===== config.mk =====
export PLATFORM = sky130hd
export DESIGN_NAME = mmsf_ratio
export DESIGN_NICKNAME = d
export VERILOG_FILES = /design/src/design/multi_motor_state_feedback_core_defines.svh /design/src/design/mmsf_pkg.sv /design/src/design/mmsf_ratio.sv
export SDC_FILE = /design/constraint.sdc
export NUM_CORES = 1
export LEC_CHECK = 0
export ABC_AREA = 1
export BUFFER_PORTS_ARGS = -buffer_cell sky130_fd_sc_hd__buf_2
export CORE_UTILIZATION = 45
export CTS_CLUSTER_SIZE = 28
export DETAILED_ROUTE_END_ITERATION = 8
export GPL_TIMING_DRIVEN = 1
export PLACE_DENSITY_LB_ADDON = 0.3
export SLEW_MARGIN = 20
export SYNTH_ARGS = -nofsm -noshare
export SYNTH_HDL_FRONTEND = slang
export SYNTH_SLANG_ARGS = --single-unit

===== constraint.sdc =====
create_clock -name clock -period 8.8 [get_ports clock]
set_input_delay 0.88 -clock clock [delete_from_list [all_inputs] [get_ports clock]]
set_output_delay 0.88 -clock clock [all_outputs]
set_load 0.01 [all_outputs]

===== src/design/multi_motor_state_feedback_core_defines.svh =====
// Assertion helpers for the state feedback core.
`ifndef MULTI_MOTOR_STATE_FEEDBACK_CORE_DEFINES_SVH
`define MULTI_MOTOR_STATE_FEEDBACK_CORE_DEFINES_SVH

// Same-cycle implication.
`define MMSF_ASSERT_HOLDS(label, clk, rst, ante, cons) \
   label: assert property (@(posedge clk) disable iff (rst) (ante) |-> (cons)) \
      else $error("mmsf: same-cycle check failed");

// Next-cycle implication.
`define MMSF_ASSERT_NEXT(label, clk, rst, ante, cons) \
   label: assert property (@(posedge clk) disable iff (rst) (ante) |=> (cons)) \
      else $error("mmsf: next-cycle check failed");

`endif


===== src/design/mmsf_pkg.sv =====
package mmsf_pkg;

   localparam int NUM_MOTORS_DEF = 8;
   localparam int STATE_LEN_DEF  = 3;

   localparam int CMD_W   = 2;
   localparam int IDX_W   = 3;
   localparam int SLOT_W  = 2;
   localparam int DATA_W  = 32;
   localparam int LEVEL_W = 16;
   localparam int DRIVE_W = 16;
   localparam int TYPE_W  = 4;

   localparam int ERR_W     = DATA_W + 1;
   localparam int PROD_W    = DATA_W + ERR_W;
   localparam int ACC_W     = PROD_W + 2;
   localparam int OUT_SHIFT = 17;

   localparam logic [CMD_W-1:0] CMD_STEP = 2'd0;
   localparam logic [CMD_W-1:0] CMD_GAIN = 2'd1;
   localparam logic [CMD_W-1:0] CMD_TYPE = 2'd2;

   localparam logic [TYPE_W-1:0] TYPE_POWER = 4'd2;
   localparam logic [TYPE_W-1:0] TYPE_YAW   = 4'd6;

   localparam logic [LEVEL_W-1:0] BUF_LIMIT    = 16'd15360;
   localparam logic [LEVEL_W-1:0] BUF_CRITICAL = 16'd7680;

   localparam logic signed [DRIVE_W-1:0] DRIVE_MAX = 16'sh7FFF;
   localparam logic signed [DRIVE_W-1:0] DRIVE_MIN = 16'sh8000;
   localparam logic signed [DRIVE_W-1:0] YAW_LIMIT = 16'sd21299;
   localparam logic signed [DRIVE_W-1:0] YAW_NEG   = -16'sd21299;

   localparam logic signed [DATA_W-1:0] VEL_ANOMALY = 32'sd524288000;

   // ratio scaling: x / 15360 = (x >> 10) / 15, the /15 by reciprocal
   localparam int RATIO_EXC_W      = 14;
   localparam int RATIO_PROD_W     = DRIVE_W + RATIO_EXC_W + 1;
   localparam int RATIO_FRAC_SHIFT = 10;
   localparam int RATIO_X_W        = 18;
   localparam int RECIP15_W        = 19;
   localparam int RECIP15_SHIFT    = 22;
   localparam logic [RECIP15_W-1:0] RECIP15 = 19'd279621;

   typedef struct packed {
      logic [CMD_W-1:0]         cmd;
      logic [IDX_W-1:0]         motor_index;
      logic [SLOT_W-1:0]        gain_slot;
      logic signed [DATA_W-1:0] write_value;
      logic signed [DATA_W-1:0] ref_position;
      logic signed [DATA_W-1:0] ref_velocity;
      logic signed [DATA_W-1:0] ref_third;
      logic signed [DATA_W-1:0] fb_position;
      logic signed [DATA_W-1:0] fb_velocity;
      logic signed [DATA_W-1:0] fb_third;
      logic [LEVEL_W-1:0]       power_buffer_level;
   } req_type;

   typedef struct packed {
      logic [IDX_W-1:0]          out_motor;
      logic signed [DRIVE_W-1:0] drive;
      logic                      anomaly;
      logic                      held;
   } rsp_type;

   typedef struct packed {
      logic [TYPE_W-1:0]         ctl_type;
      logic signed [DRIVE_W-1:0] drive;
   } motor_entry_type;

   typedef enum logic [2:0] {
      ST_IDLE,
      ST_TYPE,
      ST_BORROW,
      ST_MAC,
      ST_SAT,
      ST_POST,
      ST_SCALE
   } fsm_state_type;

endpackage


===== src/design/mmsf_ratio.sv =====
module mmsf_ratio (
   input  logic                                        clock,
   input  logic                                        reset,
   input  logic                                        in_valid,
   input  logic signed [mmsf_pkg::DRIVE_W-1:0]         in_drive,
   input  logic [mmsf_pkg::LEVEL_W-1:0]                in_level,
   output logic                                        out_valid,
   output logic signed [mmsf_pkg::DRIVE_W-1:0]         out_drive
);

   localparam int QF_W = mmsf_pkg::RATIO_X_W + mmsf_pkg::RECIP15_W;

   logic [mmsf_pkg::LEVEL_W-1:0]              excess_full;
   logic [mmsf_pkg::RATIO_EXC_W-1:0]          excess;
   logic signed [mmsf_pkg::RATIO_PROD_W-1:0]  prod_in;
   logic signed [mmsf_pkg::RATIO_PROD_W-1:0]  prod_ff;
   logic                                      neg;
   logic [mmsf_pkg::RATIO_PROD_W-1:0]         mag;
   logic [mmsf_pkg::RATIO_X_W-1:0]            xq;
   logic [QF_W-1:0]                           qfull;
   logic [mmsf_pkg::DRIVE_W-1:0]              quot;
   logic signed [mmsf_pkg::DRIVE_W-1:0]       res_in;
   logic signed [mmsf_pkg::DRIVE_W-1:0]       res_ff;
   logic                                      v1_ff;
   logic                                      v2_ff;

   // level is known to lie above the critical level and below the limit
   assign excess_full = in_level - mmsf_pkg::BUF_CRITICAL;
   assign excess      = excess_full[mmsf_pkg::RATIO_EXC_W-1:0];
   assign prod_in     = mmsf_pkg::RATIO_PROD_W'(in_drive) *
                        mmsf_pkg::RATIO_PROD_W'($signed({1'b0, excess}));

   assign neg   = prod_ff[mmsf_pkg::RATIO_PROD_W-1];
   assign mag   = neg ? $unsigned(-prod_ff) : $unsigned(prod_ff);
   assign xq    = mmsf_pkg::RATIO_X_W'(mag >> mmsf_pkg::RATIO_FRAC_SHIFT);
   assign qfull = QF_W'(xq) * QF_W'(mmsf_pkg::RECIP15);
   assign quot  = mmsf_pkg::DRIVE_W'(qfull >> mmsf_pkg::RECIP15_SHIFT);
   assign res_in = neg ? -$signed(quot) : $signed(quot);

   always_ff @(posedge clock) begin
      prod_ff <= prod_in;
      res_ff  <= res_in;
   end

   always_ff @(posedge clock) begin
      if (reset) begin
         v1_ff <= 1'b0;
         v2_ff <= 1'b0;
      end else begin
         v1_ff <= in_valid;
         v2_ff <= v1_ff;
      end
   end

   assign out_valid = v2_ff;
   assign out_drive = res_ff;

endmodule


==> Flow_metrics.wiki <==
{| class="wikitable"
! Metric !! Value
|-
| Fill cells || 3083
|-
| Clock tree root buffer cell || sky130_fd_sc_hd__clkbuf_16
|-
| Pin count of the biggest net entering global routing || 28
|-
| Setup Viol. Count Final || 0
|-
| Initial standard-cell utilization of the core || 46.2%
|-
| First-pass GRT wire length || 55500 um
|-
| Fin crit share || 80.3%
|-
| Slew at the pin with the worst max-slew slack || ~0.93 ns
|-
| Final count of hold timing violations || 0
|-
| Std cell rows || 64
|-
| #FFs+latches synth || 47
|-
| Final HPWL from detailed placement || 28000 um
|-
| Fin. max-slew vios || 0
|-
| Register area share after synthesis || 6.59%
|-
| Type of destination of the critical path || flop
|-
| GRT overflow || 0
|-
| Yosys top cell area share || a little over a third
|-
| Startpoint type of the worst setup path || flop
|-
| Critical setup path kind || flop to flop
|-
| Number of DRC violations after detailed-routing iteration 0 || 556
|-
| Final weighted congestion in routability-driven placement || 0.942
|-
| Total setup buffers inserted after CTS || 0
|-
| Quantity of gates resized following cts || 0
|-
| TritonCTS clock tree || yes
|-
| Required time of the critical path || 8.99 ns
|-
| Utilization of the core after routing || about half
|-
| Critical path origin || prod_ff[12]
|-
| Min Tclk post-route || slightly above 7 ns
|-
| Total negative slack for setup checks || 0 ns
|-
| Antenna cell count || 0
|-
| Most instantiated library cell after synthesis || sky130_fd_sc_hd__inv_1
|-
| Worst stage delay on the critical path || 0.55 ns
|-
| Ports || 52
|-
| Run status || complete, no violations
|-
| Buffers from clock root to sink, at most || 2
|-
| Residual antenna-violating net count after detailed routing || 0
|-
| Sequential Area || 941 um^2
|-
| Quantity of I/O buffers inserted on ports || 49
|-
| Total clock sinks || 47
|-
| Synth unique cells || 45
|-
| Latest clock arrival within the worst-skew pair || between 0.2 and 0.3 ns
|-
| Vias per std cell || 4.94
|-
| Die width || ~180 um
|-
| Die area || 32500 um^2
|-
| Average detailed-routed wire length per instance || 14.0 um
|-
| Post-synth EDFFs || 0
|-
| Maximum achievable frequency || roughly 140 MHz
|-
| Core area || roughly 31000 um^2
|-
| Cell type with the highest aggregate area in the netlist || sky130_fd_sc_hd__fa_1
|-
| Async S/R FF share, synth || 0%
|-
| Worst-case clock skew || 0.0129 ns
|-
| Path category of the worst min-delay check || flop to flop
|-
| Global router's overall resource usage || roughly a fifth
|-
| Largest driver fanout on the critical path || 5
|-
| Area growth from synthesis to final layout || 5.13%
|-
| Number of buffers added by the clock tree synthesis step || 5
|-
| Clock transition at the registers of the reported paths || 0.07 ns
|-
| RSZ-0062 raised after global routing || no
|-
| Synth area leaders || sky130_fd_sc_hd__fa_1 36%, sky130_fd_sc_hd__ha_1 16%, sky130_fd_sc_hd__inv_1 13%
|-
| Worst-case register-to-register setup slack || 1.74 ns
|-
| Data arrival at the endpoint of the critical path || slightly above 7 ns
|-
| Layout cells sized above 1 || 5.99%
|-
| Number of instances in the synthesized netlist || 1805
|-
| Max-capacitance violation count || 0
|-
| Syn nets || 2285
|-
| Start point of the worst hold path || v1_ff
|-
| DRC violation count after routing || 0
|-
| Vias in the first global route || 11.8k
|-
| Antenna violations before repair || 1
|-
| Dominant register cell in the synthesized netlist || sky130_fd_sc_hd__dfxtp_1
|-
| Count of vias placed by the detailed router || 11.0k
|-
| Most common library cells after synthesis || 501 x sky130_fd_sc_hd__inv_1, 318 x sky130_fd_sc_hd__nand2_1, 258 x sky130_fd_sc_hd__fa_1, 187 x sky130_fd_sc_hd__ha_1, 130 x sky130_fd_sc_hd__nor2_1
|-
| Cell repeated most along the worst path || sky130_fd_sc_hd__nand2_1
|-
| Number of detailed-route iterations in the first pass || 5
|-
| Hold Buf Count CTS || 0
|-
| Area of combinational cells with multiple inputs || 11300 um^2
|-
| Average size of a mapped cell || 7.91 um^2
|-
| Depth of the CTS H-tree || 2
|-
| NumNets Final || between 2k and 2.5k
|-
| Chip height || 180 um
|-
| Relative slew margins || roughly two fifths
|-
| Max stage delay cell, worst path || sky130_fd_sc_hd__fa_1
|-
| Post-synth design cell area || 14300 um^2
|-
| Yosys Warn Count || 0
|-
| DRT Wirelength || 31100 um
|-
| Startpoint of the worst register-to-register path || prod_ff[12]
|}
[per-layer routing]
| metal | track usage (%) | wire, um | up-vias |
|---|---|---|---|
| met5 | 0 | 10 | - |
| met4 | 3.73 | 394 | 2 |
| met3 | 1.09 | 1100 | 29 |
| met2 | 37.5 | 15200 | 228 |
| met1 | 27.5 | 14400 | 5314 |
| li1 | - | - | 5379 |
[final timing paths]
kind / endpoint / cells after the start
worst max register to register: out_drive[14] / 40
worst min-delay path: out_valid / 2
worst max-delay path: out_drive[14] / 40
worst min register to register: out_valid / 2
[stage by stage]
step	setup slack (ns)	hold slack, ns	cell area [um^2]	instances
finish	1.74	0.407	15000	2215
global route	1.10	0.430	15000	2215
CTS	1.75	0.411	15000	2215
detailed placement	1.54	0.398	14900	2207
global placement	1.57	0.392	14900	2207
floorplan	2.32	0.388	14300	1805
[cells in the final DEF (no fill, tap or decap), drive strengths merged, types with 15 or more instances in the layout]
master  instances
inv           504
nand2         338
fa            258
ha            187
nor2          137
a21oi          55
buf            51
nand3          49
dfxtp          47
o21ai          47
xor2           41
xnor2          22
a31oi          18
nor3           15
[kinds of logic after synthesis]
kind of cell	Yosys count	synth area share, %
buf+inv	549	14.5
compound gates	143	5.93
simple gates	558	16.5
xor+xnor	63	3.92
fa+ha+maj	445	52.6
flops	47	6.59
[worst max-delay path: cells and delay by family, from the launching register on]
| kind | cells | cell delay, ns |
|---|---|---|
| AO/OA/AOI/OAI | 5 | 1.11 |
| adder cells (fa/ha/maj) | 8 | 2.80 |
| flip-flops | 1 | 0.34 |
| XOR/XNOR | 1 | 0.37 |
| AND/OR/NAND/NOR | 20 | 1.93 |
| buffers and inverters | 6 | 0.40 |
[layout make-up]
class                      instances  area share (%)
timing repair buffer              51            1.73
clock buffer                       7            1.02
tap                              396            3.30
sequential                        47            6.27
inverter                         504            12.6
clock inverter                     1          0.0500
multi-input combinational       1209            75.0
[registers in the layout, summed over array words and instances (netlist names)]
register	count
out_drive	16
out_valid	1
prod_ff	29
v1_ff	1
Power is left out: the tool's default activity adds up to more than one toggle a clock period on the data nets, which glitch-free logic cannot reach.
